$ cat config.mk
export PLATFORM = sky130hd
export DESIGN_NAME = listmode_buffer_deframer_core_flat
export DESIGN_NICKNAME = d
export VERILOG_FILES = /design/src/rtl/lbd_pkg.sv /design/src/rtl/lbd_if.sv /design/src/rtl/lbd_front.sv /design/src/rtl/lbd_queue.sv /design/src/rtl/lbd_back.sv /design/src/rtl/listmode_buffer_deframer_core.sv /design/src/flat_wrapper.sv
export SDC_FILE = /design/constraint.sdc
export NUM_CORES = 1
export LEC_CHECK = 0
export BUFFER_PORTS_ARGS = -buffer_cell sky130_fd_sc_hd__buf_2
export CORE_AREA = 3 3 180 182
export CTS_CLUSTER_DIAMETER = 40
export CTS_CLUSTER_SIZE = 40
export DETAILED_ROUTE_END_ITERATION = 10
export DIE_AREA = 0 0 183 185
export GPL_ROUTABILITY_DRIVEN = 0
export PLACE_DENSITY = 0.54
export SLEW_MARGIN = 40
export SYNTH_ARGS = -nofsm -noshare
export SYNTH_HDL_FRONTEND = slang
export SYNTH_SLANG_ARGS = --single-unit
export TNS_END_PERCENT = 20
$ cat constraint.sdc
create_clock -name clk -period 9.3 [get_ports clk]
set_input_delay 1.395 -clock clk [delete_from_list [all_inputs] [get_ports clk]]
set_output_delay 1.395 -clock clk [all_outputs]
set_load 0.01 [all_outputs]
$ cat src/rtl/lbd_pkg.sv
// ----------------------------------------------------------------------------
// lbd_pkg: list-mode buffer deframer shared types
// Record kinds, queue entry layout and stream signature constants.
// ----------------------------------------------------------------------------
`default_nettype none

package lbd_pkg;

  typedef enum logic {
    KIND_STAMP = 1'b0,
    KIND_EVENT = 1'b1
  } lbd_kind_t;

  // record waiting between front and back, raw bytes in arrival order
  typedef struct packed {
    lbd_kind_t   kind;
    logic [47:0] raw;
  } lbd_entry_t;

  localparam logic [63:0] HEADER_SIGNATURE = 64'h0000_5555_AAAA_FFFF;
  localparam logic [63:0] BUFFER_SEPARATOR = 64'h0000_FFFF_5555_AAAA;
  localparam logic [15:0] CLOSING_LENGTH   = 16'hFFFF;
  localparam int          SIG_MIN_POS      = 7;
  localparam int          STAMP_LAST_BYTE  = 17;
  localparam int          FIRST_EVENT_BYTE = 42;
  localparam int          EVENT_BYTES      = 6;

endpackage

`default_nettype wire

$ cat src/rtl/lbd_if.sv
// ----------------------------------------------------------------------------
// lbd_if: stream channels of the deframer
// Byte input channel and record output channel, valid/ready handshake.
// ----------------------------------------------------------------------------
`default_nettype none

interface lbd_byte_if;
  logic       valid;
  logic       ready;
  logic [7:0] data_byte;

  modport source (output valid, output data_byte, input ready);
  modport sink (input valid, input data_byte, output ready);
endinterface

interface lbd_rec_if;
  logic        valid;
  logic        ready;
  logic        record_kind;
  logic [47:0] record_value;

  modport source (output valid, output record_kind, output record_value, input ready);
  modport sink (input valid, input record_kind, input record_value, output ready);
endinterface

`default_nettype wire

$ cat src/rtl/lbd_front.sv
// ----------------------------------------------------------------------------
// lbd_front: byte parser
// Tracks header and separator signatures, buffer position and length, and
// pushes timestamp and event records into the queue.
// ----------------------------------------------------------------------------
`default_nettype none

module lbd_front #(
  parameter int MAX_BUFFER_BYTES = 2048
) (
  input  wire                logic clk,
  input  wire                logic rst,
  lbd_byte_if.sink                 byte_in,
  input  wire                logic q_full,
  output                     logic push,
  output lbd_pkg::lbd_entry_t      push_entry
);

  localparam int PosW = $clog2(MAX_BUFFER_BYTES);
  localparam logic [PosW-1:0] POS_LAST  = PosW'(MAX_BUFFER_BYTES - 1);
  localparam logic [PosW-1:0] POS_SIG   = PosW'(lbd_pkg::SIG_MIN_POS);
  localparam logic [PosW-1:0] POS_STAMP = PosW'(lbd_pkg::STAMP_LAST_BYTE);
  localparam logic [PosW-1:0] POS_EVT0  = PosW'(lbd_pkg::FIRST_EVENT_BYTE);
  localparam logic [PosW-1:0] POS_EVT1  =
    PosW'(lbd_pkg::FIRST_EVENT_BYTE + lbd_pkg::EVENT_BYTES - 1);
  localparam logic [2:0]      PHASE_LAST = 3'(lbd_pkg::EVENT_BYTES - 1);

  logic [55:0]     window, window_next;
  logic            in_header, in_header_next;
  logic [PosW-1:0] pos, pos_next;
  logic [15:0]     word_length, word_length_next;
  logic [39:0]     assembly, assembly_next;
  logic [2:0]      phase, phase_next;

  logic            accept;
  logic [63:0]     full_word;
  logic [47:0]     raw;
  logic            enough;
  logic            live;
  logic [PosW-1:0] adv_pos;
  logic [2:0]      adv_phase;
  logic            in_length;

  assign byte_in.ready = !q_full;
  assign accept        = byte_in.valid && byte_in.ready;
  assign full_word     = {window, byte_in.data_byte};
  assign raw           = {assembly, byte_in.data_byte};
  assign enough        = pos >= POS_SIG;
  assign live          = pos != POS_LAST;
  assign in_length     = ({1'b0, 16'(pos)} + 17'd1) <= {word_length, 1'b0};

  // saturating position and wrapping event byte phase
  always_comb begin
    adv_pos   = pos;
    adv_phase = phase;
    if (live) begin
      adv_pos = pos + PosW'(1);
      if (pos >= POS_EVT0) begin
        adv_phase = (phase == PHASE_LAST) ? 3'd0 : phase + 3'd1;
      end
    end
  end

  always_comb begin
    window_next      = window;
    in_header_next   = in_header;
    pos_next         = pos;
    word_length_next = word_length;
    assembly_next    = assembly;
    phase_next       = phase;
    push             = 1'b0;
    push_entry.kind  = lbd_pkg::KIND_STAMP;
    push_entry.raw   = raw;
    if (accept) begin
      window_next   = full_word[55:0];
      assembly_next = raw[39:0];
      pos_next      = adv_pos;
      phase_next    = adv_phase;
      if (in_header) begin
        if (enough && full_word == lbd_pkg::HEADER_SIGNATURE) begin
          in_header_next = 1'b0;
          pos_next       = '0;
          window_next    = '0;
          phase_next     = 3'd0;
        end
      end else begin
        if (live) begin
          if (pos == '0) begin
            word_length_next = {byte_in.data_byte, 8'h00};
          end else if (pos == PosW'(1)) begin
            word_length_next = {word_length[15:8], byte_in.data_byte};
          end else if (word_length != lbd_pkg::CLOSING_LENGTH) begin
            if (pos == POS_STAMP) begin
              push            = 1'b1;
              push_entry.kind = lbd_pkg::KIND_STAMP;
            end else if (pos >= POS_EVT1 && phase == PHASE_LAST && in_length) begin
              push            = 1'b1;
              push_entry.kind = lbd_pkg::KIND_EVENT;
            end
          end
        end
        if (enough && full_word == lbd_pkg::BUFFER_SEPARATOR) begin
          pos_next    = '0;
          window_next = '0;
          phase_next  = 3'd0;
        end
      end
    end
  end

  always_ff @(posedge clk) begin
    if (rst) begin
      window      <= '0;
      in_header   <= 1'b1;
      pos         <= '0;
      word_length <= '0;
      assembly    <= '0;
      phase       <= 3'd0;
    end else begin
      window      <= window_next;
      in_header   <= in_header_next;
      pos         <= pos_next;
      word_length <= word_length_next;
      assembly    <= assembly_next;
      phase       <= phase_next;
    end
  end

endmodule

`default_nettype wire

$ cat src/rtl/lbd_queue.sv
// ----------------------------------------------------------------------------
// lbd_queue: two-entry record queue
// Decouples the byte parser from the output stage.
// ----------------------------------------------------------------------------
`default_nettype none

module lbd_queue (
  input  wire                 logic clk,
  input  wire                 logic rst,
  input  wire                 logic push,
  input  wire lbd_pkg::lbd_entry_t  push_entry,
  output                      logic full,
  input  wire                 logic pop,
  output                      logic rd_valid,
  output lbd_pkg::lbd_entry_t       rd_entry
);

  lbd_pkg::lbd_entry_t entries [2];
  logic                wr_ptr;
  logic                rd_ptr;
  logic [1:0]          count, count_next;

  assign full     = count == 2'd2;
  assign rd_valid = count != 2'd0;
  assign rd_entry = entries[rd_ptr];

  always_comb begin
    count_next = count;
    if (push && !pop) begin
      count_next = count + 2'd1;
    end else if (pop && !push) begin
      count_next = count - 2'd1;
    end
  end

  always_ff @(posedge clk) begin
    if (push) begin
      entries[wr_ptr] <= push_entry;
    end
  end

  always_ff @(posedge clk) begin
    if (rst) begin
      wr_ptr <= 1'b0;
      rd_ptr <= 1'b0;
      count  <= 2'd0;
    end else begin
      if (push) begin
        wr_ptr <= !wr_ptr;
      end
      if (pop) begin
        rd_ptr <= !rd_ptr;
      end
      count <= count_next;
    end
  end

`ifndef ASSERT_OFF
  a_no_push_full: assert property (@(posedge clk) disable iff (rst)
    push |-> !full) else $error("push into full queue");
  a_no_pop_empty: assert property (@(posedge clk) disable iff (rst)
    pop |-> rd_valid) else $error("pop from empty queue");
  a_count_range: assert property (@(posedge clk) disable iff (rst)
    count != 2'd3) else $error("queue count out of range");
  a_fill: assert property (@(posedge clk) disable iff (rst)
    (push && !pop && count == 2'd1) |=> full) else $error("queue fill lost");
`endif

endmodule

`default_nettype wire

$ cat src/rtl/lbd_back.sv
// ----------------------------------------------------------------------------
// lbd_back: record output stage
// Pops queued records, reorders words and holds the result for the receiver.
// ----------------------------------------------------------------------------
`default_nettype none

module lbd_back (
  input  wire                 logic clk,
  input  wire                 logic rst,
  input  wire                 logic rd_valid,
  input  wire lbd_pkg::lbd_entry_t  rd_entry,
  output                      logic pop,
  lbd_rec_if.source                 rec_out
);

  logic        valid;
  logic        kind;
  logic [47:0] value;

  // first word to low, last word to high
  function automatic logic [47:0] word_order(input logic [47:0] raw);
    return {raw[15:0], raw[31:16], raw[47:32]};
  endfunction

  assign pop                  = rd_valid && (!valid || rec_out.ready);
  assign rec_out.valid        = valid;
  assign rec_out.record_kind  = kind;
  assign rec_out.record_value = value;

  always_ff @(posedge clk) begin
    if (pop) begin
      kind  <= logic'(rd_entry.kind);
      value <= word_order(rd_entry.raw);
    end
  end

  always_ff @(posedge clk) begin
    if (rst) begin
      valid <= 1'b0;
    end else if (pop) begin
      valid <= 1'b1;
    end else if (rec_out.ready) begin
      valid <= 1'b0;
    end
  end

endmodule

`default_nettype wire

$ cat src/rtl/listmode_buffer_deframer_core.sv
// ----------------------------------------------------------------------------
// listmode_buffer_deframer_core: list-mode buffer deframer
// byte_in takes one stream byte per beat. rec_out gives one record per beat:
// record_kind 0 is a buffer timestamp, 1 an event word, record_value the
// 48-bit value with the first word in the low bits.
// Header bytes are skipped until the header signature, then buffers are
// cut at each separator. Every buffer but a closing one (length FFFF)
// yields its timestamp and its events, an event leaving as soon as its
// sixth byte is in. Throughput: one byte per cycle while the queue is not
// full; the parser updates all its state in the cycle a byte is taken. A
// record reaches rec_out through the queue entry and the output register.
// When the receiver stalls, the output register holds its record and the
// two-entry queue fills; byte_in.ready drops only when the queue is full.
// Reset (rst, synchronous) returns to header mode with empty queue and
// clears position, length and byte history.
// ----------------------------------------------------------------------------
`default_nettype none

module listmode_buffer_deframer_core #(
  parameter int MAX_BUFFER_BYTES = 2048
) (
  input wire logic  clk,
  input wire logic  rst,
  lbd_byte_if.sink  byte_in,
  lbd_rec_if.source rec_out
);

  logic                push;
  lbd_pkg::lbd_entry_t push_entry;
  logic                q_full;
  logic                pop;
  logic                rd_valid;
  lbd_pkg::lbd_entry_t rd_entry;

  lbd_front #(
    .MAX_BUFFER_BYTES(MAX_BUFFER_BYTES)
  ) u_front (
    .clk       (clk),
    .rst       (rst),
    .byte_in   (byte_in),
    .q_full    (q_full),
    .push      (push),
    .push_entry(push_entry)
  );

  lbd_queue u_queue (
    .clk       (clk),
    .rst       (rst),
    .push      (push),
    .push_entry(push_entry),
    .full      (q_full),
    .pop       (pop),
    .rd_valid  (rd_valid),
    .rd_entry  (rd_entry)
  );

  lbd_back u_back (
    .clk     (clk),
    .rst     (rst),
    .rd_valid(rd_valid),
    .rd_entry(rd_entry),
    .pop     (pop),
    .rec_out (rec_out)
  );

endmodule

`default_nettype wire
$ cat src/flat_wrapper.sv
// flat-port wrapper written by rule: the top's interface ports become plain ports
module listmode_buffer_deframer_core_flat 
#(
  parameter int MAX_BUFFER_BYTES = 2048
)
  (clk, rst, byte_in_valid, byte_in_data_byte, byte_in_ready, rec_out_valid, rec_out_record_kind, rec_out_record_value, rec_out_ready);
  lbd_byte_if byte_in_i ();
  lbd_rec_if rec_out_i ();
  input wire logic clk;
  input wire logic rst;
  input wire logic [$bits(byte_in_i.valid)-1:0] byte_in_valid;
  input wire logic [$bits(byte_in_i.data_byte)-1:0] byte_in_data_byte;
  output wire logic [$bits(byte_in_i.ready)-1:0] byte_in_ready;
  output wire logic [$bits(rec_out_i.valid)-1:0] rec_out_valid;
  output wire logic [$bits(rec_out_i.record_kind)-1:0] rec_out_record_kind;
  output wire logic [$bits(rec_out_i.record_value)-1:0] rec_out_record_value;
  input wire logic [$bits(rec_out_i.ready)-1:0] rec_out_ready;
  assign byte_in_i.valid = byte_in_valid;
  assign byte_in_i.data_byte = byte_in_data_byte;
  assign byte_in_ready = byte_in_i.ready;
  assign rec_out_valid = rec_out_i.valid;
  assign rec_out_record_kind = rec_out_i.record_kind;
  assign rec_out_record_value = rec_out_i.record_value;
  assign rec_out_i.ready = rec_out_ready;
  listmode_buffer_deframer_core #(.MAX_BUFFER_BYTES(MAX_BUFFER_BYTES)) u_core (.clk(clk), .rst(rst), .byte_in(byte_in_i), .rec_out(rec_out_i));
endmodule
==> results.yml <==
critical_path:
  setup.worst_path.end_class: "flop"
  slowest_delay_ps: 560
  crit_path_end: "u_core.u_queue.entries[0][18]"
  critPathSlowestCell: "buf_4"
  crit_required_ps: 9450
  arrival_ps: 4350
  crit_type: "flop to flop"
  worstPathMaxFanout: 49
  crit_path_start_kind: "flop"
  reg2reg_setup_slack_ps: 5100
  rr_endpoint: "u_core.u_queue.entries[0][18]"
  path_cells: "ha_1 -> nand4_1 -> nor2_1 -> nand3_1 -> xnor2_1 -> ha_1 -> a211oi_1 -> o22ai_1 -> o31ai_1 -> nand3_1 -> a21oi_1 -> nor2b_4 -> buf_4"
  cp-startpoint: "u_core.u_front.pos[0]"
  reg2reg_depth: 13
  r2r-start: "u_core.u_front.pos[0]"
timing:
  max_slew_margin_pct: 50.1
  tightest_slew_ps: 748
  fmax_mhz: 238
  period_needed_ps: 4200
  skew_ps: 19.1
  timing.final.ws_setup_ps: 5100
  drv_slew: 0
  hold_viol: 0
  fin_tns_setup_ps: 0
  rsz0062_at_grt: "false"
  setup_viol: 0
  period_share_pct: 45.2
logic_synthesis:
  syn_nets: 964
  async_reset_ff_share_pct: 0
  ys_ff_latch: 279
  seq_area_frac_synth_pct: 65.7
  ys_types: 49
  synth_cells: 936
  synth_warnings: 0
  synth_edf_count: 147
  synth_flop_cell: "edfxtp_1"
  netlist_area_um2: 10700
  avgSynthCellArea_um2: 11.5
clock_network:
  cts_hold_buf: 0
  clk_pin_slew_ps: 50
  clk_latency_ps: 520
  cts_buffers: 38
  cts-root-buf: "clkbuf_16"
  cts_sinks: 279
  clk_path_buf_depth: 3
  htreeDepth: 2
  cts_resized: 0
  post_cts_buffers: 0
  cts_tree: "yes"
grt:
  track_usage_pct: 13.5
  grt_pass1_vias: 6824
  grt_max_degree: 95
  antenna_found_initial: 0
  gr-total-overflow: 0
  grt_pass1_wl_um: 36900
layout:
  seqCellArea_um2: 7060
  drive_gt1_share_pct: 18.7
  most-common-layout-cells: "nand2_1 (178), edfxtp_1 (147), dfxtp_1 (131)"
  fin_nets: 1017
  syn_to_final_growth_pct: 18.2
  multi_input_area_um2: 3410
  final_area_um2: 12700
  final_util_pct: 41.3
  fillers: 2941
  antenna_cells: 0
  layout.cells.most_common: "nand2_1"
die:
  ios: 63
  die_area_um2: 33900
  initial_core_util_pct: 34.9
  rows: 64
  die-height_um: 185
  core_area_um2: 30700
  die_w_um: 183
power_and_ir_drop:
  p_sw_mw: 0.589
  p_leak_nw: 4.25
  p_seq_share_pct: 46.6
  power_density_nw_per_um2: 221
  combPwrFrac_pct: 2.1
  p_clk_share_pct: 51.2
  ir_drop_v: 0.000122
  p_int_mw: 2.21
  swShare_pct: 21.0
run_status:
  status: "finished, final reports clean"
placement:
  dp_slack_ps: 5040
  port_buffers: 62
  post_dp_cell_area_um2: 11400
  dp.final_hpwl_um: 13500
drt:
  ant_nets: 0
  routed_wl_um: 22700
  wl_per_cell_um: 16.0
  vias: 6974
  drtPass1Iterations: 5
  drtIter0Drc: 426
  drcViolationCount: 0
  via_per_inst: 4.93
worst_hold_path:
  min_path_type: "flop to flop"
run:
  max_cap_violations: 0
## critical path: cells and delay by family, from the launching register on
kind	cells	cell delay, ps
and+or+nand+nor	5	960
AOI/OAI and AO/OA	4	990
buffers and inverters	1	560
adders and majority gates	2	610
DFF	1	480
xor gates and xnor gates	1	210
## power by group through the flow
stage	logic [mW]	clock network [mW]	registers, mW
2_1_floorplan	0.0426	0	1.33
3_3_place_gp	0.0606	0	1.33
3_5_place_dp	0.0612	0	1.33
4_1_cts	0.0614	1.47	1.31
5_1_grt	0.0679	1.52	1.31
6_report	0.0601	1.43	1.31
## how the worst min path moves through the flow
stage,from,cells after the start,to,slack (ps)
floorplan,u_core.u_front.assembly[32],0,u_core.u_queue.entries[0][40],430
global placement,u_core.u_front.assembly[37],0,u_core.u_queue.entries[0][45],430
detailed placement,u_core.u_front.assembly[37],0,u_core.u_queue.entries[1][45],440
CTS,u_core.u_front.assembly[38],0,u_core.u_queue.entries[1][46],450
global route,u_core.u_front.assembly[38],0,u_core.u_queue.entries[0][46],460
finish,u_core.u_front.assembly[38],0,u_core.u_queue.entries[1][46],450
## synth_stat cells (4+ instances only)
| cell type | instances | area, um^2 |
|---|---|---|
| xor2_1 | 9 | 78.8 |
| nor4bb_1 | 4 | 40.0 |
| buf_1 | 13 | 48.8 |
| nand4_1 | 18 | 113 |
| dfxtp_1 | 132 | 2640 |
| o21ai_0 | 4 | 20.0 |
| nor2b_1 | 4 | 25.0 |
| mux2_2 | 49 | 552 |
| a21oi_1 | 127 | 636 |
| edfxtp_1 | 147 | 4410 |
| ha_1 | 16 | 200 |
| nor3_1 | 9 | 45.0 |
| xnor2_1 | 10 | 87.6 |
| or3_1 | 5 | 31.3 |
| clkbuf_1 | 40 | 150 |
| inv_1 | 19 | 71.3 |
| nor4_1 | 10 | 62.6 |
| nand2b_1 | 5 | 31.3 |
| nor2_1 | 25 | 93.8 |
| nand3_1 | 66 | 330 |
| nand2_1 | 179 | 672 |
| or4_1 | 5 | 37.5 |
## layout make-up
type / count / share of cell area (%)
clock buffers: 49 / 8.39
inverters: 19 / 0.582
well taps: 396 / 3.90
repair buffers: 69 / 2.94
flip-flops and latches: 279 / 55.6
multi-input cells: 582 / 26.8
clock inverters: 21 / 1.74
## sequential cells by signal, summed over array words and instances, names as in the netlist
| register | count |
|---|---|
| u_core.u_queue.count | 2 |
| u_core.u_front.word_length | 16 |
| u_core.u_front.assembly | 40 |
| u_core.u_back.rec_out.record_value | 48 |
| u_core.u_front.pos | 11 |
| u_core.u_queue.rd_ptr | 1 |
| u_core.u_queue.entries | 98 |
| u_core.u_queue.wr_ptr | 1 |
| u_core.u_back.rec_out.record_kind | 1 |
| u_core.u_front.phase | 3 |
| u_core.u_back.rec_out.valid | 1 |
| u_core.u_front.in_header | 1 |
| u_core.u_front.window | 56 |
## metal layers
layer / routed length, um / GRT usage (%)
met5: 0 / 0
met1: 10800 / 19.0
met4: 565 / 4.69
met3: 1080 / 2.65
met2: 10200 / 21.1
## per-stage QoR
stage	instances	total power, mW	hold WS [ps]
finish	1415	2.80	452
global route	1415	2.90	463
CTS	1415	2.84	447
detailed placement	1345	1.39	440
global placement	1345	1.39	431
floorplan	936	1.37	425
## logic make-up after synthesis
group           after synthesis  share of synthesized area, %
mux                          50                          5.24
compound gates              148                          7.39
fa+ha+maj                    16                          1.86
flops                       279                          65.7
xor+xnor                     19                          1.55
simple gates                349                          15.4
buf+inv                      75                          2.77
Power figures use the tool's default switching activity.
